**src/sv/gie_pkg.sv**
```systemverilog
// Shared types and constants of the GRE / IPIP IPv4 encapsulator.
// Used by every module of the block; depends on nothing.
package gie_pkg;

	// Channel payloads.
	typedef struct packed {
		logic [7:0] in_byte;
		logic       in_last;
	} in_item_t;

	typedef struct packed {
		logic [7:0] out_byte;
		logic       out_last;
		logic       dropped;
	} out_item_t;

	// Configuration register set.
	typedef struct packed {
		logic        encap_mode;
		logic [31:0] source_address;
		logic [31:0] destination_address;
		logic [15:0] ident_value;
		logic [7:0]  hop_limit;
	} cfg_t;

	// Register indexes on the configuration port.
	localparam logic [2:0] CFG_ENCAP_MODE = 3'd0;
	localparam logic [2:0] CFG_SRC_ADDR   = 3'd1;
	localparam logic [2:0] CFG_DST_ADDR   = 3'd2;
	localparam logic [2:0] CFG_IDENT      = 3'd3;
	localparam logic [2:0] CFG_HOP_LIMIT  = 3'd4;

	localparam logic        RST_ENCAP_MODE = 1'b0;
	localparam logic [31:0] RST_SRC_ADDR   = 32'hc0a8_5133;
	localparam logic [31:0] RST_DST_ADDR   = 32'hc0a8_7233;
	localparam logic [15:0] RST_IDENT      = 16'habcd;
	localparam logic [7:0]  RST_HOP_LIMIT  = 8'd64;

	// Command kinds passed from front to back.
	localparam logic [1:0] KIND_PASS  = 2'd0;
	localparam logic [1:0] KIND_DROP  = 2'd1;
	localparam logic [1:0] KIND_BURST = 2'd2;

	typedef struct packed {
		logic [1:0] kind;
		logic [7:0] data;
		logic       last;
	} q_entry_t;

	// Outer header values prepared by the front while the head fills.
	typedef struct packed {
		logic [15:0] tot_len;
		logic [15:0] checksum;
	} hdr_info_t;

	typedef struct packed {
		logic burst_done;
	} back_status_t;

	localparam int HEAD_BYTES = 20;
	localparam int Q_DEPTH    = 4;
	localparam int Q_AW       = $clog2(Q_DEPTH);

	localparam logic [4:0]  HEAD_LAST_IDX  = 5'(HEAD_BYTES - 1);
	localparam logic [7:0]  IP_VER_IHL     = 8'h45;
	localparam logic [7:0]  PROTO_IPIP     = 8'd4;
	localparam logic [7:0]  PROTO_GRE      = 8'd47;
	localparam logic [7:0]  GRE_ETYPE_HI   = 8'h08;
	localparam logic [15:0] LEN_ADD_IPIP   = 16'd20;
	localparam logic [15:0] LEN_ADD_GRE    = 16'd24;
	localparam logic [5:0]  BURST_END_IPIP = 6'd39;
	localparam logic [5:0]  BURST_END_GRE  = 6'd43;
	localparam logic [5:0]  GRE_ETYPE_IDX  = 6'd22;

endpackage

```
**src/sv/gre_ipv4_encapsulator_unit.sv**
```systemverilog
// GRE / IPIP IPv4 encapsulator, top level. Depends on gie_pkg, gie_front, gie_fifo, gie_back.
// Throughput: 1 byte per cycle in pass-through while out_stall is low; the header burst
// (40 bytes IPIP, 44 GRE) leaves at 1 byte per cycle from the output register, also
// held by out_stall. The input stalls once the 4-entry command queue fills, and header
// bytes of the next packet also stall while the held head is still being read out.
// Reset (arst_n low, asynchronous): counters, queue and output valid clear; config regs reset.
module gre_ipv4_encapsulator_unit
	import gie_pkg::*;
(
	input  logic        clk,
	input  logic        arst_n,
	// inner packet request channel
	input  logic        in_valid,
	output logic        in_stall,
	input  in_item_t    in_data,
	// encapsulated packet request channel
	output logic        out_valid,
	input  logic        out_stall,
	output out_item_t   out_data,
	// configuration write channel
	input  logic        cfg_valid,
	output logic        cfg_ready,
	input  logic [2:0]  cfg_index,
	input  logic [31:0] cfg_data
);

	cfg_t         cfg_q;
	logic         push;
	q_entry_t     push_entry;
	logic         q_full;
	logic         q_empty;
	logic         pop;
	q_entry_t     head_entry;
	hdr_info_t    hdr_info;
	back_status_t status;
	logic [4:0]   head_idx;
	logic [7:0]   head_byte;

	// Config writes must be made only while the block is idle; the block itself does
	// not enforce this and always takes them at once. Unknown indexes are ignored.
	assign cfg_ready = 1'b1;

	always_ff @(posedge clk or negedge arst_n) begin
		if (!arst_n) begin
			cfg_q.encap_mode          <= RST_ENCAP_MODE;
			cfg_q.source_address      <= RST_SRC_ADDR;
			cfg_q.destination_address <= RST_DST_ADDR;
			cfg_q.ident_value         <= RST_IDENT;
			cfg_q.hop_limit           <= RST_HOP_LIMIT;
		end else if (cfg_valid && cfg_ready) begin
			case (cfg_index)
				CFG_ENCAP_MODE: cfg_q.encap_mode          <= cfg_data[0];
				CFG_SRC_ADDR:   cfg_q.source_address      <= cfg_data;
				CFG_DST_ADDR:   cfg_q.destination_address <= cfg_data;
				CFG_IDENT:      cfg_q.ident_value         <= cfg_data[15:0];
				CFG_HOP_LIMIT:  cfg_q.hop_limit           <= cfg_data[7:0];
				default:        cfg_q                     <= cfg_q;
			endcase
		end
	end

	// Front: holds the inner head, builds length and checksum as bytes
	// arrive, and queues pass, burst and drop commands.
	gie_front u_front (
		.clk        (clk),
		.arst_n     (arst_n),
		.cfg        (cfg_q),
		.in_valid   (in_valid),
		.in_stall   (in_stall),
		.in_data    (in_data),
		.push       (push),
		.push_entry (push_entry),
		.q_full     (q_full),
		.status     (status),
		.hdr_info   (hdr_info),
		.head_idx   (head_idx),
		.head_byte  (head_byte)
	);

	// Queue lets pass-through bytes keep arriving while the back is busy.
	gie_fifo u_fifo (
		.clk        (clk),
		.arst_n     (arst_n),
		.push       (push),
		.push_entry (push_entry),
		.full       (q_full),
		.pop        (pop),
		.head_entry (head_entry),
		.empty      (q_empty)
	);

	// Back: expands a burst command into header and held bytes, one per
	// cycle while out_stall is low, into the output register.
	gie_back u_back (
		.clk        (clk),
		.arst_n     (arst_n),
		.cfg        (cfg_q),
		.hdr_info   (hdr_info),
		.head_entry (head_entry),
		.q_empty    (q_empty),
		.pop        (pop),
		.head_idx   (head_idx),
		.head_byte  (head_byte),
		.status     (status),
		.out_valid  (out_valid),
		.out_stall  (out_stall),
		.out_data   (out_data)
	);

endmodule

```
**src/sv/gie_fifo.sv**
```systemverilog
// Short command queue between the front and the back of the encapsulator.
// Depends on gie_pkg for the entry type and depth.
module gie_fifo
	import gie_pkg::*;
(
	input  logic     clk,
	input  logic     arst_n,
	input  logic     push,
	input  q_entry_t push_entry,
	output logic     full,
	input  logic     pop,
	output q_entry_t head_entry,
	output logic     empty
);

	q_entry_t        mem_q [Q_DEPTH];
	logic [Q_AW-1:0] wr_ptr_q;
	logic [Q_AW-1:0] rd_ptr_q;
	logic [Q_AW:0]   cnt_q;

	assign full       = (cnt_q == (Q_AW+1)'(Q_DEPTH));
	assign empty      = (cnt_q == '0);
	assign head_entry = mem_q[rd_ptr_q];

	always_ff @(posedge clk) begin
		if (push) begin
			mem_q[wr_ptr_q] <= push_entry;
		end
	end

	always_ff @(posedge clk or negedge arst_n) begin
		if (!arst_n) begin
			wr_ptr_q <= '0;
			rd_ptr_q <= '0;
			cnt_q    <= '0;
		end else begin
			if (push) begin
				wr_ptr_q <= wr_ptr_q + 1'b1;
			end
			if (pop) begin
				rd_ptr_q <= rd_ptr_q + 1'b1;
			end
			case ({push, pop})
				2'b10:   cnt_q <= cnt_q + 1'b1;
				2'b01:   cnt_q <= cnt_q - 1'b1;
				default: cnt_q <= cnt_q;
			endcase
		end
	end

endmodule

```
**src/sv/gie_front.sv**
```systemverilog
// Front of the encapsulator: takes inner bytes, holds the first 20, prepares
// outer length and checksum, and queues pass / drop / burst commands.
// Depends on gie_pkg.
module gie_front
	import gie_pkg::*;
(
	input  logic         clk,
	input  logic         arst_n,
	input  cfg_t         cfg,
	input  logic         in_valid,
	output logic         in_stall,
	input  in_item_t     in_data,
	output logic         push,
	output q_entry_t     push_entry,
	input  logic         q_full,
	input  back_status_t status,
	output hdr_info_t    hdr_info,
	input  logic [4:0]   head_idx,
	output logic [7:0]   head_byte
);

	logic [7:0]  store_q [HEAD_BYTES];
	logic [4:0]  count_q;
	logic        pass_q;
	logic        burst_pend_q;
	logic [15:0] tot_q;
	logic [19:0] sum_q;
	logic [15:0] csum_q;

	logic        accept;
	logic [15:0] len_add;
	logic [7:0]  proto;

	// Header bytes wait until the back has read out the previous head.
	assign in_stall  = q_full | (~pass_q & burst_pend_q);
	assign accept    = in_valid & ~in_stall;
	assign len_add   = cfg.encap_mode ? LEN_ADD_GRE : LEN_ADD_IPIP;
	assign proto     = cfg.encap_mode ? PROTO_GRE : PROTO_IPIP;
	assign head_byte = store_q[head_idx];
	assign hdr_info  = '{tot_len: tot_q, checksum: csum_q};

	always_comb begin
		push       = 1'b0;
		push_entry = '{kind: KIND_PASS, data: in_data.in_byte, last: in_data.in_last};
		if (accept) begin
			if (pass_q) begin
				push = 1'b1;
			end else if (count_q == HEAD_LAST_IDX) begin
				push            = 1'b1;
				push_entry.kind = KIND_BURST;
			end else if (in_data.in_last) begin
				push            = 1'b1;
				push_entry.kind = KIND_DROP;
				push_entry.data = 8'h00;
			end
		end
	end

	always_ff @(posedge clk) begin
		if (accept && !pass_q) begin
			store_q[count_q] <= in_data.in_byte;
			// Checksum terms are added one per header byte; done by byte 9.
			case (count_q)
				5'd0: sum_q <= 20'h04500 + 20'(cfg.ident_value);
				5'd1: sum_q <= sum_q + 20'({cfg.hop_limit, proto});
				5'd2: sum_q <= sum_q + 20'(cfg.source_address[31:16]);
				5'd3: begin
					sum_q <= sum_q + 20'(cfg.source_address[15:0]);
					tot_q <= 16'({store_q[2], in_data.in_byte} + len_add);
				end
				5'd4: sum_q <= sum_q + 20'(cfg.destination_address[31:16]);
				5'd5: sum_q <= sum_q + 20'(cfg.destination_address[15:0]);
				5'd6: sum_q <= sum_q + 20'(tot_q);
				5'd7, 5'd8: sum_q <= 20'(sum_q[15:0]) + 20'(sum_q[19:16]);
				5'd9: csum_q <= ~sum_q[15:0];
				default: sum_q <= sum_q;
			endcase
		end
	end

	always_ff @(posedge clk or negedge arst_n) begin
		if (!arst_n) begin
			count_q      <= '0;
			pass_q       <= 1'b0;
			burst_pend_q <= 1'b0;
		end else begin
			if (status.burst_done) begin
				burst_pend_q <= 1'b0;
			end
			if (accept) begin
				if (pass_q) begin
					if (in_data.in_last) begin
						pass_q <= 1'b0;
					end
				end else if (count_q == HEAD_LAST_IDX) begin
					count_q      <= '0;
					burst_pend_q <= 1'b1;
					pass_q       <= ~in_data.in_last;
				end else if (in_data.in_last) begin
					count_q <= '0;
				end else begin
					count_q <= count_q + 1'b1;
				end
			end
		end
	end

endmodule

```
**src/sv/gie_back.sv**
```systemverilog
// Back of the encapsulator: runs queued commands and drives the output
// register; a burst walks outer header, GRE header in GRE mode, and held bytes.
// Depends on gie_pkg.
module gie_back
	import gie_pkg::*;
(
	input  logic         clk,
	input  logic         arst_n,
	input  cfg_t         cfg,
	input  hdr_info_t    hdr_info,
	input  q_entry_t     head_entry,
	input  logic         q_empty,
	output logic         pop,
	output logic [4:0]   head_idx,
	input  logic [7:0]   head_byte,
	output back_status_t status,
	output logic         out_valid,
	input  logic         out_stall,
	output out_item_t    out_data
);

	logic       busy_q;
	logic [5:0] idx_q;
	logic       burst_last_q;
	logic       out_valid_q;
	out_item_t  out_data_q;

	logic       out_free;
	logic       at_end;
	logic [5:0] end_idx;
	logic [5:0] head_off;
	logic [7:0] burst_byte;
	logic       load;
	out_item_t  load_data;

	assign out_free  = ~out_valid_q | ~out_stall;
	assign end_idx   = cfg.encap_mode ? BURST_END_GRE : BURST_END_IPIP;
	assign head_off  = cfg.encap_mode ? 6'(HEAD_BYTES + 4) : 6'(HEAD_BYTES);
	assign at_end    = (idx_q == end_idx);
	assign head_idx  = 5'(idx_q - head_off);
	assign pop       = ~busy_q & ~q_empty & out_free;
	assign out_valid = out_valid_q;
	assign out_data  = out_data_q;
	assign status    = '{burst_done: busy_q & out_free & at_end};

	always_comb begin
		case (idx_q)
			6'd0:  burst_byte = IP_VER_IHL;
			6'd1:  burst_byte = 8'h00;
			6'd2:  burst_byte = hdr_info.tot_len[15:8];
			6'd3:  burst_byte = hdr_info.tot_len[7:0];
			6'd4:  burst_byte = cfg.ident_value[15:8];
			6'd5:  burst_byte = cfg.ident_value[7:0];
			6'd6:  burst_byte = 8'h00;
			6'd7:  burst_byte = 8'h00;
			6'd8:  burst_byte = cfg.hop_limit;
			6'd9:  burst_byte = cfg.encap_mode ? PROTO_GRE : PROTO_IPIP;
			6'd10: burst_byte = hdr_info.checksum[15:8];
			6'd11: burst_byte = hdr_info.checksum[7:0];
			6'd12: burst_byte = cfg.source_address[31:24];
			6'd13: burst_byte = cfg.source_address[23:16];
			6'd14: burst_byte = cfg.source_address[15:8];
			6'd15: burst_byte = cfg.source_address[7:0];
			6'd16: burst_byte = cfg.destination_address[31:24];
			6'd17: burst_byte = cfg.destination_address[23:16];
			6'd18: burst_byte = cfg.destination_address[15:8];
			6'd19: burst_byte = cfg.destination_address[7:0];
			default: begin
				if (cfg.encap_mode && idx_q < head_off) begin
					// GRE header: flags/version zero, protocol type 0x0800
					burst_byte = (idx_q == GRE_ETYPE_IDX) ? GRE_ETYPE_HI : 8'h00;
				end else begin
					burst_byte = head_byte;
				end
			end
		endcase
	end

	always_comb begin
		load      = 1'b0;
		load_data = '{out_byte: head_entry.data, out_last: head_entry.last, dropped: 1'b0};
		if (busy_q) begin
			load      = 1'b1;
			load_data = '{out_byte: burst_byte, out_last: at_end & burst_last_q,
				dropped: 1'b0};
		end else if (pop) begin
			case (head_entry.kind)
				KIND_PASS: load = 1'b1;
				KIND_DROP: begin
					load      = 1'b1;
					load_data = '{out_byte: 8'h00, out_last: 1'b1, dropped: 1'b1};
				end
				default: load = 1'b0;
			endcase
		end
	end

	always_ff @(posedge clk) begin
		if (out_free && load) begin
			out_data_q <= load_data;
		end
		if (pop) begin
			burst_last_q <= head_entry.last;
		end
	end

	always_ff @(posedge clk or negedge arst_n) begin
		if (!arst_n) begin
			busy_q      <= 1'b0;
			idx_q       <= '0;
			out_valid_q <= 1'b0;
		end else begin
			if (out_free) begin
				out_valid_q <= load;
			end
			if (busy_q && out_free) begin
				if (at_end) begin
					busy_q <= 1'b0;
				end else begin
					idx_q <= idx_q + 1'b1;
				end
			end else if (pop && head_entry.kind == KIND_BURST) begin
				busy_q <= 1'b1;
				idx_q  <= '0;
			end
		end
	end

endmodule

```
**config.mk**
```make
export PLATFORM = sky130hd
export DESIGN_NAME = gre_ipv4_encapsulator_unit
export DESIGN_NICKNAME = d
export VERILOG_FILES = /design/src/sv/gie_pkg.sv /design/src/sv/gre_ipv4_encapsulator_unit.sv /design/src/sv/gie_fifo.sv /design/src/sv/gie_front.sv /design/src/sv/gie_back.sv
export SDC_FILE = /design/constraint.sdc
export NUM_CORES = 1
export LEC_CHECK = 0
export ABC_AREA = 1
export BUFFER_PORTS_ARGS = -buffer_cell sky130_fd_sc_hd__buf_2
export CAP_MARGIN = 20
export CELL_PAD_IN_SITES_DETAIL_PLACEMENT = 0
export CELL_PAD_IN_SITES_GLOBAL_PLACEMENT = 1
export CORE_MARGIN = 10
export CORE_UTILIZATION = 48
export CTS_CLUSTER_SIZE = 20
export DETAILED_ROUTE_END_ITERATION = 8
export PLACE_DENSITY = 0.91
export SYNTH_ARGS = -nofsm -noshare
export SYNTH_HDL_FRONTEND = slang
export SYNTH_HIERARCHICAL = 1
export SYNTH_SLANG_ARGS = --single-unit
```
**constraint.sdc**
```tcl
create_clock -name clk -period 3.4 [get_ports clk]
set_input_delay 0.34 -clock clk [delete_from_list [all_inputs] [get_ports clk]]
set_output_delay 0.34 -clock clk [all_outputs]
set_load 0.01 [all_outputs]
```
==> impl_metrics.csv <==
group,metric,value,unit
run_status,status,"complete, no violations",
floorplanning,row_count,74,
setup_path,cp-start-kind,"flip-flop",
synth,synth.area.top_cells,"edfxtp_1 40%, nand2_1 16%, dfrtp_1 9.4%",
sta,clock-skew-final,0.0323,ns
synth,syn_nets,2427,
sta,hold_viol_final,0,
setup_path,rrSetupSlack,0.16,ns
floorplanning,die_h,224,um
floorplanning,dieArea,50000,um^2
cells_and_area,layout.filler_cells,3727,
setup_path,critical_path_arrival,3.57,ns
synth,ys_async_sr_fraction,29.4,%
synth,synth-simple-area-share,30.7,%
cts,root_buffer,"clkbuf_16",
floorplanning,die_w,224,um
global_route,grt_usage,25.9,%
synth,synth_edf_count,267,
place,gp_congestion,1.02,
global_route,grt_pass1_vias,15900,
detailed_routing,first_iter_violations,2184,
synth,avgSynthCellArea,8.52,um^2
floorplanning,initial_core_util,48.6,%
detailed_routing,wl_per_cell,22.2,um
detailed_routing,drtAntennaViolNets,0,
cells_and_area,nNetsFinal,2514,
cts,numCtsBuffers,41,
place,dp_hpwl,48.6,mm
synth,syn-instance-count,2335,
flow_run,maxCapViolCount,0,
synth,post-synth-top-count-cell,"nand2_1",
global_route,grt_start_max_net_pins,83,
setup_path,reg2reg_depth,15,
cts,cts_tree,"yes",
detailed_routing,vias,17000,
sta,slew_headroom,39.4,%
cells_and_area,final_util,54.7,%
synth,ys_ff_latch,378,
power_and_ir_drop,p_leak,9.93,nW
synth,synth-compound-area-share,4.37,%
cts,clockBufferDepth,3,
cells_and_area,drive_gt1_share,11.7,%
cells_and_area,syn_to_final_growth,12.7,%
setup_path,worstSetupPathType,"flip-flop to flip-flop",
detailed_routing,drt_first_pass_iters,6,
synth,synth_top_family_by_area,"simple AND/OR/NAND/NOR gates",
synth,yosys_warnings,6,
hold_path,min_from,"cfg_data[17]",
detailed_routing,wirelength,66.3,mm
hold_path,hold_class,"input pin to flip-flop",
hold_path,hold_end,"cfg_q[73]",
detailed_routing,drc,0,
synth,yosysSeqAreaShare,54.5,%
setup_path,critical_path_buf_inv_count,2,
hold_path,hold_depth,3,
setup_path,cpMostUsedCell,"nand3_1",
sta,tightest_slew,0.909,ns
sta,fin_crit,3.24,ns
cts,cts.sinks,378,
cells_and_area,fin_cells,2986,
sta,fin_crit_sh,95.4,%
cts,h-tree-depth,2,
global_route,grt_pass1_wl,99.4,mm
sta,slew_violations,0,
power_and_ir_drop,power,20.9,mW
synth,synthTopCellsByCount,"834 x nand2_1, 306 x nand3_1, 267 x edfxtp_1, 203 x nor2_1, 189 x inv_1",
setup_path,worstReg2RegStart,"u_front/count_q[2]",
power_and_ir_drop,powerDensity,931,nW/um^2
place,placed_area,20800,um^2
setup_path,crit_fanout,16,
setup_path,crit_slowest_cell,"dfrtp_1",
synth,synth_fa_ha_area_share,2.89,%
cells_and_area,final_area,22400,um^2
global_route,grt_antenna_before_repair,2,
floorplanning,coreArea,40900,um^2
setup_path,path_cells,"inv_2, nor3_4, nand2_2, inv_4, nand2_1, nand3_1, nor2_1, a21oi_1, ha_1, or2_2, nand3_1, nand2_1, or2_2, nand3_1, nand3_1",
cells_and_area,n_antenna_cell,0,
synth,synth_xor_area_share,1.10,%
sta,setup_viol,0,
setup_path,cp_slowest_stage_delay,0.42,ns
synth,synth_top_area_share,40.3,%
place,placed_cells,2891,
setup_path,cp.required,3.73,ns
global_route,grt-ovfl-total,0,
floorplanning,io_pins,62,
synth,synthesis.area,19900,um^2
sta,fmax,0.308,GHz
synth,ys.flop_type,"edfxtp_1",
cts,worstSkewPairLatency,0.59,ns
cts,clk_pin_slew_worst_paths,0.06,ns
setup_path,end_kind,"flip-flop",
synth,ys_types,43,
synth,yosysTopAreaCell,"edfxtp_1",
place,port_buffers,60,
detailed_routing,vias_per_cell,5.69,
setup_path,timing.rr.end,"u_front/sum_q[8]",
sta,tns,0,ns
synth,synth.area.mux_share,0,%
setup_path,crit_family,"simple AND/OR/NAND/NOR gates",
power_and_ir_drop,ir_drop,0.483,mV
==> cells by family (layout without fill, tap and decap cells) <==
kind of cell / after synthesis / in the layout
adders and majority gates: 43 / 43
AOI/OAI and AO/OA: 149 / 149
other: 1 / 1
and+or+nand+nor: 1443 / 1443
DFF: 378 / 378
xor gates and xnor gates: 25 / 25
buffers and inverters: 296 / 415
==> report_power, final <==
part | internal, mW | switching [mW]
Clock | 2.44 | 1.94
Sequential | 5.95 | 0.901
Combinational | 2.98 | 6.65
==> metrics by stage <==
stage / hold WS [ns] / setup slack (ns)
3_3_place_gp: 0.408 / 0.164
3_5_place_dp: 0.421 / 0.0451
2_1_floorplan: 0.0444 / 0.406
5_1_grt: 0.0252 / -0.0502
6_report: 0.0221 / 0.158
4_1_cts: 0.00156 / 0.0368
==> per-layer routing <==
layer / global-route usage, % / vias to the layer above / wire [um]
met5: 0 / - / 12
met4: 7.85 / 2 / 1820
met3: 4.23 / 105 / 5720
met2: 39.0 / 790 / 29500
met1: 37.5 / 8189 / 29300
li1: - / 7894 / -
==> sequential cells by signal, indices dropped and copies added, names as in the netlist <==
signal / count
u_fifo/cnt_q: 3
u_front/csum_q: 16
u_front/count_q: 5
u_back/out_valid: 1
u_back/burst_last_q: 1
u_fifo/wr_ptr_q: 2
u_front/pass_q: 1
u_back/idx_q: 6
u_back/out_data: 10
u_front/burst_pend_q: 1
u_fifo/rd_ptr_q: 2
u_front/store_q: 160
u_back/busy_q: 1
u_fifo/mem_q: 44
cfg_q: 89
u_front/sum_q: 20
u_front/tot_q: 16
==> layout make-up <==
class	count	area, um^2	share of cell area [%]
Clock buffer	55	1130	5.04
Clock inverter	20	183	0.815
Inverter	203	773	3.45
Multi-Input combinational cell	1661	7860	35.1
Sequential cell	378	10800	48.4
Tap cell	532	666	2.97
Timing Repair Buffer	136	946	4.22
Timing Repair inverter	1	5.00	0.0223
==> worst max path at each step <==
stage / cells after the start / to / startpoint / slack (ns)
finish: 15 / u_front/sum_q[8] / u_front/count_q[2] / 0.16
global route: 18 / u_front/sum_q[14] / u_front/count_q[2] / -0.05
CTS: 17 / u_front/sum_q[8] / u_front/count_q[1] / 0.04
detailed placement: 17 / u_front/sum_q[8] / u_front/count_q[1] / 0.05
global placement: 15 / u_front/sum_q[8] / u_front/count_q[1] / 0.16
floorplan: 19 / u_front/sum_q[8] / u_front/count_q[0] / 0.41
==> worst reg2reg max path, cell delays in order (launching register included) <==
cell and delay [ns]:
dfrtp_1 0.42, inv_2 0.10, nor3_4 0.34, nand2_2 0.13
inv_4 0.19, nand2_1 0.09, nand3_1 0.09, nor2_1 0.08
a21oi_1 0.21, ha_1 0.32, or2_2 0.35, nand3_1 0.10
nand2_1 0.12, or2_2 0.29, nand3_1 0.07, nand3_1 0.07
==> timing repair <==
item	4_1_cts	5_1_grt
resized for setup	0	30
buffers inserted	0	5
setup endpoints to repair	0	15
hold endpoints to repair	49	0
hold buffers	14	0
==> cells in the final DEF, fill, tap and decap left out, types with 10 or more instances in the layout <==
cell	count
nand2_1	831
nand3_1	306
edfxtp_1	267
nor2_1	197
inv_1	188
dfrtp_1	73
buf_4	60
buf_2	59
nand4_1	46
o21ai_0	46
clkbuf_16	41
a21oi_1	38
dfstp_2	36
ha_1	34
o211ai_1	25
xor2_1	16
dlygate4sd3_1	14
nor2_2	13
nor3_1	12
a21oi_2	10
o22ai_1	10
Note: power is estimated with default switching activity, not from simulation.
